### config.mk
export PLATFORM = sky130hd
export DESIGN_NAME = msq_ctrl
export DESIGN_NICKNAME = d
export VERILOG_FILES = /design/src/msq_pkg.sv /design/src/msq_ctrl.sv
export SDC_FILE = /design/constraint.sdc
export NUM_CORES = 1
export LEC_CHECK = 0
export BUFFER_PORTS_ARGS = -buffer_cell sky130_fd_sc_hd__clkbuf_2
export CAP_MARGIN = 20
export CORE_ASPECT_RATIO = 1.1
export CORE_MARGIN = 8
export CORE_UTILIZATION = 45
export DETAILED_ROUTE_END_ITERATION = 12
export GPL_ROUTABILITY_DRIVEN = 0
export PLACE_DENSITY = 0.77
export SLEW_MARGIN = 20
export SYNTH_ARGS = -nofsm -noshare
export SYNTH_HDL_FRONTEND = slang
export SYNTH_SLANG_ARGS = --single-unit
### constraint.sdc
create_clock -name clk_i -period 4 [get_ports clk_i]
set_input_delay 0 -clock clk_i [delete_from_list [all_inputs] [get_ports clk_i]]
set_output_delay 0 -clock clk_i [all_outputs]
set_load 0.03 [all_outputs]
### src/msq_pkg.sv
// shared types and constants for the mode switchable stack/queue
// no dependencies; imported by msq_ctrl and mode_switchable_stack_queue
`default_nettype none

package msq_pkg;

  // ring size, must stay a power of two so ring wrap is a plain truncation
  localparam int unsigned DEPTH  = 1024;
  localparam int unsigned ADDR_W = $clog2(DEPTH);
  localparam int unsigned CNT_W  = ADDR_W + 1;
  localparam int unsigned DATA_W = 64;
  localparam int unsigned OPS_W  = 32;

  // command codes
  localparam logic [2:0] KIND_PUSH  = 3'd0;
  localparam logic [2:0] KIND_POP   = 3'd1;
  localparam logic [2:0] KIND_PEEK  = 3'd2;
  localparam logic [2:0] KIND_CLEAR = 3'd3;
  localparam logic [2:0] KIND_READ  = 3'd4;

  // status codes
  localparam logic [1:0] ST_OK    = 2'd0;
  localparam logic [1:0] ST_FULL  = 2'd1;
  localparam logic [1:0] ST_EMPTY = 2'd2;

  // configuration register indexes
  localparam int unsigned CFG_IDX_W = 1;
  localparam logic [CFG_IDX_W-1:0] CFG_QUEUE_MODE  = 1'b0;
  localparam logic [CFG_IDX_W-1:0] CFG_INVERT_MODE = 1'b1;

  typedef struct packed {
    logic [2:0]               kind;
    logic signed [DATA_W-1:0] push_value;
    logic [CNT_W-1:0]         position;
  } msq_in_t;

  typedef struct packed {
    logic signed [DATA_W-1:0] read_value;
    logic [1:0]               status;
    logic [CNT_W-1:0]         fill_count;
    logic [OPS_W-1:0]         op_count;
  } msq_out_t;

  typedef struct packed {
    logic queue_mode;
    logic invert_mode;
  } msq_cfg_t;

  typedef struct packed {
    logic              we;
    logic [ADDR_W-1:0] waddr;
    logic [DATA_W-1:0] wdata;
    logic              re;
    logic [ADDR_W-1:0] raddr;
  } msq_mem_req_t;

endpackage

`default_nettype wire

### src/msq_ctrl.sv
// ring pointer, fill count and op counter control, ram address generation
// and the result stage; depends on msq_pkg
`default_nettype none

module msq_ctrl (
  input  wire logic                  clk_i,
  input  wire logic                  rst_ni,
  input  wire logic                  accept_i,
  input  wire msq_pkg::msq_in_t      in_i,
  input  wire msq_pkg::msq_cfg_t     cfg_i,
  output msq_pkg::msq_mem_req_t      mem_req_o,
  input  wire logic [msq_pkg::DATA_W-1:0] mem_rdata_i,
  output logic                       res_valid_o,
  output msq_pkg::msq_out_t          res_o
);
  import msq_pkg::*;

  logic [ADDR_W-1:0] front_q, front_d;
  logic [CNT_W-1:0]  cnt_q, cnt_d;
  logic [OPS_W-1:0]  ops_q, ops_d;

  logic              res_valid_q;
  logic              res_rd_q;
  logic [1:0]        res_status_q;
  logic [CNT_W-1:0]  res_fill_q;
  logic [OPS_W-1:0]  res_ops_q;

  logic [ADDR_W-1:0] cnt_lo, pos_lo;
  logic              full, empty, pos_bad;
  logic              rd_req;
  logic [1:0]        status;

  assign cnt_lo  = cnt_q[ADDR_W-1:0];
  assign pos_lo  = in_i.position[ADDR_W-1:0];
  assign full    = (cnt_q >= CNT_W'(DEPTH));
  assign empty   = (cnt_q == '0);
  assign pos_bad = (in_i.position == '0) || (in_i.position > cnt_q);

  always_comb begin
    front_d         = front_q;
    cnt_d           = cnt_q;
    ops_d           = ops_q;
    rd_req          = 1'b0;
    status          = ST_OK;
    mem_req_o.we    = 1'b0;
    mem_req_o.waddr = front_q + cnt_lo;
    mem_req_o.wdata = in_i.push_value;
    mem_req_o.re    = 1'b0;
    mem_req_o.raddr = front_q;
    if (accept_i) begin
      unique case (in_i.kind)
        KIND_PUSH: begin
          if (full) begin
            status = ST_FULL;
          end else begin
            mem_req_o.we = 1'b1;
            if (cfg_i.invert_mode) begin
              front_d         = front_q - 1'b1;
              mem_req_o.waddr = front_q - 1'b1;
            end
            cnt_d = cnt_q + 1'b1;
            ops_d = ops_q + 1'b1;
          end
        end
        KIND_POP, KIND_PEEK: begin
          if (empty) begin
            status = ST_EMPTY;
          end else begin
            rd_req       = 1'b1;
            mem_req_o.re = 1'b1;
            if (cfg_i.queue_mode) begin
              mem_req_o.raddr = front_q;
              if (in_i.kind == KIND_POP) begin
                front_d = front_q + 1'b1;
              end
            end else begin
              mem_req_o.raddr = front_q + cnt_lo - 1'b1;
            end
            if (in_i.kind == KIND_POP) begin
              cnt_d = cnt_q - 1'b1;
            end
          end
          if (in_i.kind == KIND_POP) begin
            ops_d = ops_q + 1'b1;
          end
        end
        KIND_CLEAR: begin
          cnt_d   = '0;
          front_d = '0;
          ops_d   = ops_q + 1'b1;
        end
        KIND_READ: begin
          if (pos_bad) begin
            status = ST_EMPTY;
          end else begin
            rd_req       = 1'b1;
            mem_req_o.re = 1'b1;
            if (cfg_i.queue_mode) begin
              mem_req_o.raddr = front_q + pos_lo - 1'b1;
            end else begin
              mem_req_o.raddr = front_q + cnt_lo - pos_lo;
            end
          end
        end
        default: begin
          // unused codes leave state alone
        end
      endcase
    end
  end

  always_ff @(posedge clk_i or negedge rst_ni) begin
    if (!rst_ni) begin
      front_q     <= '0;
      cnt_q       <= '0;
      ops_q       <= '0;
      res_valid_q <= 1'b0;
    end else begin
      front_q     <= front_d;
      cnt_q       <= cnt_d;
      ops_q       <= ops_d;
      res_valid_q <= accept_i;
    end
  end

  always_ff @(posedge clk_i) begin
    if (accept_i) begin
      res_rd_q     <= rd_req;
      res_status_q <= status;
      res_fill_q   <= cnt_d;
      res_ops_q    <= ops_d;
    end
  end

  assign res_valid_o      = res_valid_q;
  assign res_o.read_value = res_rd_q ? mem_rdata_i : '0;
  assign res_o.status     = res_status_q;
  assign res_o.fill_count = res_fill_q;
  assign res_o.op_count   = res_ops_q;

  a_cnt_bound: assert property (@(posedge clk_i) disable iff (!rst_ni)
    cnt_q <= CNT_W'(DEPTH))
    else $error("fill count above ring depth");

  a_res_follows: assert property (@(posedge clk_i) disable iff (!rst_ni)
    accept_i |=> res_valid_q)
    else $error("accepted command produced no result beat");

  a_clear: assert property (@(posedge clk_i) disable iff (!rst_ni)
    accept_i && in_i.kind == KIND_CLEAR |=> cnt_q == '0 && front_q == '0)
    else $error("clear did not empty the ring");

  a_full_drop: assert property (@(posedge clk_i) disable iff (!rst_ni)
    accept_i && in_i.kind == KIND_PUSH && full |=> $stable(cnt_q) && $stable(ops_q))
    else $error("push on full ring changed state");

endmodule

`default_nettype wire

==> results.txt <==
status = complete, no violations
Final #Nets = 1244
synth unique cells = 67
fin cells = 1282
DRT antenna net count = 0
CP startpoint = front_q[0]$_DFFE_PN0P_
Synth Register Bits = 100
pin count of the biggest net entering global routing = 55
clk_lat worst skew = 0.35 ns
reg2reg start = front_q[0]$_DFFE_PN0P_
number of I/O pins = 343
fin crit period = 3.89 ns
worst reg2reg path depth = 10
kind of critical path = flip-flop to primary output
Post-Synthesis Cell Area = 0.00776 mm²
Hold Violations, Final = 0
Pleak = 4.24 nW
DR pass1 iterations = 5
filler instances = 1532
f_max = 257 MHz
initial antenna violation count = 1
EDFF count, synth = 46
Gate Count Post-Synth = 891
Setup TNS = 0 ns
top post-synthesis cells by area = edfxtp_1 (18%), dfrtp_1 (17%), ha_1 (8.4%), buf_4 (6.2%), and2_1 (5.6%)
maximum root-to-sink buffer count = 2
total grt overflow = 0
Post-DP Area = 0.00866 mm²
die width = 141 µm
Synth Flop Type = dfrtp_1
port bufs = 214
Final Setup Violations = 0
DRC viols = 0
P&R area growth vs syn = 17.5%
CP Capture Type = primary output
vias in the first global route = 7003
Max FO, Critical Path = 4
Initial Util = 45.8%
Slew Limit Fails = 0
total track usage = 24.2%
TritonCTS Buffers = 9
Mapped Avg Cell Area = 8.71 µm²
Hold Startpoint = in_i[55]
Layout Skew = 0.00854 ns
H-Tree Depth = 3
final instance area = 0.00912 mm²
clock slew at reported path FFs = 0.07 ns
Die Y = 154 µm
CTS root buffer = clkbuf_16
Rel. slew slack = 33.9%
Seq/Total Area, Yosys = 35.2%
peak supply drop = 0.000760 V
CP Launch Type = flip-flop
worst-margin pin slew = 0.992 ns
routed vias = 7321
cell total after placement = 1258
cell taking the most area after synthesis = edfxtp_1
share of the synthesized area in the top cell type = 17.8%
FP Rows = 50
max cap viols = 0
core area = 0.0170 mm²
Post-synth ARST share = 54.0%
CP Data Arrival Time = 3.89 ns
Power per Cell Area = 702 mW/mm²
initial DRC count = 564
fraction of layout cells with a size suffix above 1 = 27.6%
Die Area = 0.0217 mm²
Vias per Instance = 5.71
Critical Path End = mem_req_o[9]
Synth Warn # = 0
CTS tree = built
CTS sink cnt = 100
R2R Setup Slk = 1.38 ns
Worst Path Required = 4.00 ns
WL per Instance = 21.2 µm
Final Cycle Share = 97.3%
Hold Path Class = primary input to primary output
FF-to-FF End = front_q[9]$_DFFE_PN0P_
Post-Syn Nets = 1093
Detailed Place HPWL = 21800 µm
final WL = 27200 µm
first-pass GRT wire length = 40400 µm
==> worst min-delay path by stage <==
stage                              end  slack (ns)  cells past startpoint
CTS                      mem_req_o[14]      0.0002                      0
floorplan           cnt_q[0]$_DFF_PN0_       -0.30                      0
finish                   mem_req_o[55]     0.00001                      0
detailed placement       mem_req_o[14]      0.0002                      0
global placement         mem_req_o[14]      0.0002                      0
global route             mem_req_o[27]     0.00004                      0
==> worst max-delay path: stages (launching register included) <==
cell      delay, ns
dfrtp_1        0.40
ha_2           0.20
inv_2          0.06
fa_2           0.24
nor2b_2        0.05
o21a_1         0.20
o211a_1        0.27
nor4b_4        0.31
nor2_2         0.10
ha_4           0.29
inv_2          0.04
or4b_4         0.50
nand3_2        0.09
a31oi_1        0.10
mux2_2         0.29
o221ai_2       0.18
clkbuf_8       0.20
==> sequential cells by signal (all words and copies together) (netlist names) <==
register	flops
ops_q	32
res_valid_o	1
res_status_q	2
res_ops_q	32
res_fill_q	11
front_q	10
res_rd_q	1
cnt_q	11
==> metrics by stage <==
stage / util [%] / hold WS (ns) / power, W / worst slack, ns
global route: 53.8 / 0.0000435 / 0.00679 / -0.0342
floorplan: - / -0.296 / 0.00434 / 0.504
CTS: 53.3 / 0.000205 / 0.00629 / 0.00980
global placement: 51.1 / 0.000205 / 0.00521 / 0.302
finish: 53.8 / 0.0000105 / 0.00641 / 0.108
detailed placement: 51.1 / 0.000205 / 0.00528 / 0.213
==> power breakdown <==
part           switching, W  internal [W]  total [W]  leakage (nW)
Clock              0.000421      0.000502   0.000923         0.152
Sequential         0.000202       0.00130    0.00150          1.17
Combinational       0.00247       0.00152    0.00398          2.92
==> layout make-up <==
cell class	instances	area, µm²	share of cell area, %
clock buffer	9	225	2.47
sequential	100	2730	30.0
multi-input combinational	632	4280	46.9
antenna	1	2.50	0.0274
inverter	59	221	2.43
timing repair buffer	240	1280	14.0
clock inverter	7	93.8	1.03
tap	234	293	3.21
==> cells in the final DEF (no fill, tap or decap), types with 10 or more instances in the layout <==
cell type	n
nand4_1	15
and2_1	69
o21ai_0	57
a21oi_1	53
xor2_1	19
nor2b_1	10
buf_4	25
clkbuf_2	213
nor2_1	54
nand2_1	61
xnor2_1	37
ha_1	49
inv_1	54
a22o_1	10
edfxtp_1	46
nand3_1	26
a31oi_1	12
nor3_1	28
dfrtp_1	54
==> cells by family (layout without fill, tap and decap cells) <==
kind of cell | count (synthesis) | after routing | synth area share (%)
xor gates and xnor gates | 58 | 58 | 6.64
muxes | 3 | 3 | 0.403
other | 0 | 1 | 0
AOI/OAI and AO/OA | 208 | 208 | 17.2
adders and majority gates | 55 | 55 | 9.16
buffers and inverters | 159 | 315 | 10.8
DFF | 100 | 100 | 35.2
and+or+nand+nor | 308 | 308 | 20.6
==> per-layer routing <==
layer	wire (µm)	up-vias	GRT usage (%)
met1	10200	3455	27.3
met3	2180	97	4.89
li1	-	3381	-
met2	13600	388	42.4
met4	1280	0	12.7
met5	0	-	0
==> synth_stat cells (6+ instances only) <==
library cell	instances
nor2_1	56
a21o_1	8
dfrtp_1	54
a22o_1	10
o21ai_0	58
xor2_1	20
o31ai_1	7
and2_1	69
xnor2_1	37
nor2b_1	11
edfxtp_1	46
nor4_1	9
and3_1	9
a21oi_1	55
buf_4	64
clkbuf_1	33
a31oi_1	12
nand4_1	15
nand2_1	62
nand3_1	27
o221ai_1	6
ha_1	52
o21a_1	6
nor3_1	29
nand2b_1	7
inv_1	58
==> timing repair <==
| item | in CTS | in global routing |
|---|---|---|
| buffers inserted | 3 | 3 |
| hold buffers | 1 | 0 |
| hold endpoints to repair | 54 | 0 |
| gates cloned | 0 | 0 |
| resized for setup | 7 | 16 |
| pin swaps | 1 | 6 |
| setup endpoints to repair | 2 | 2 |
Note: power is estimated with default switching activity, not from simulation.
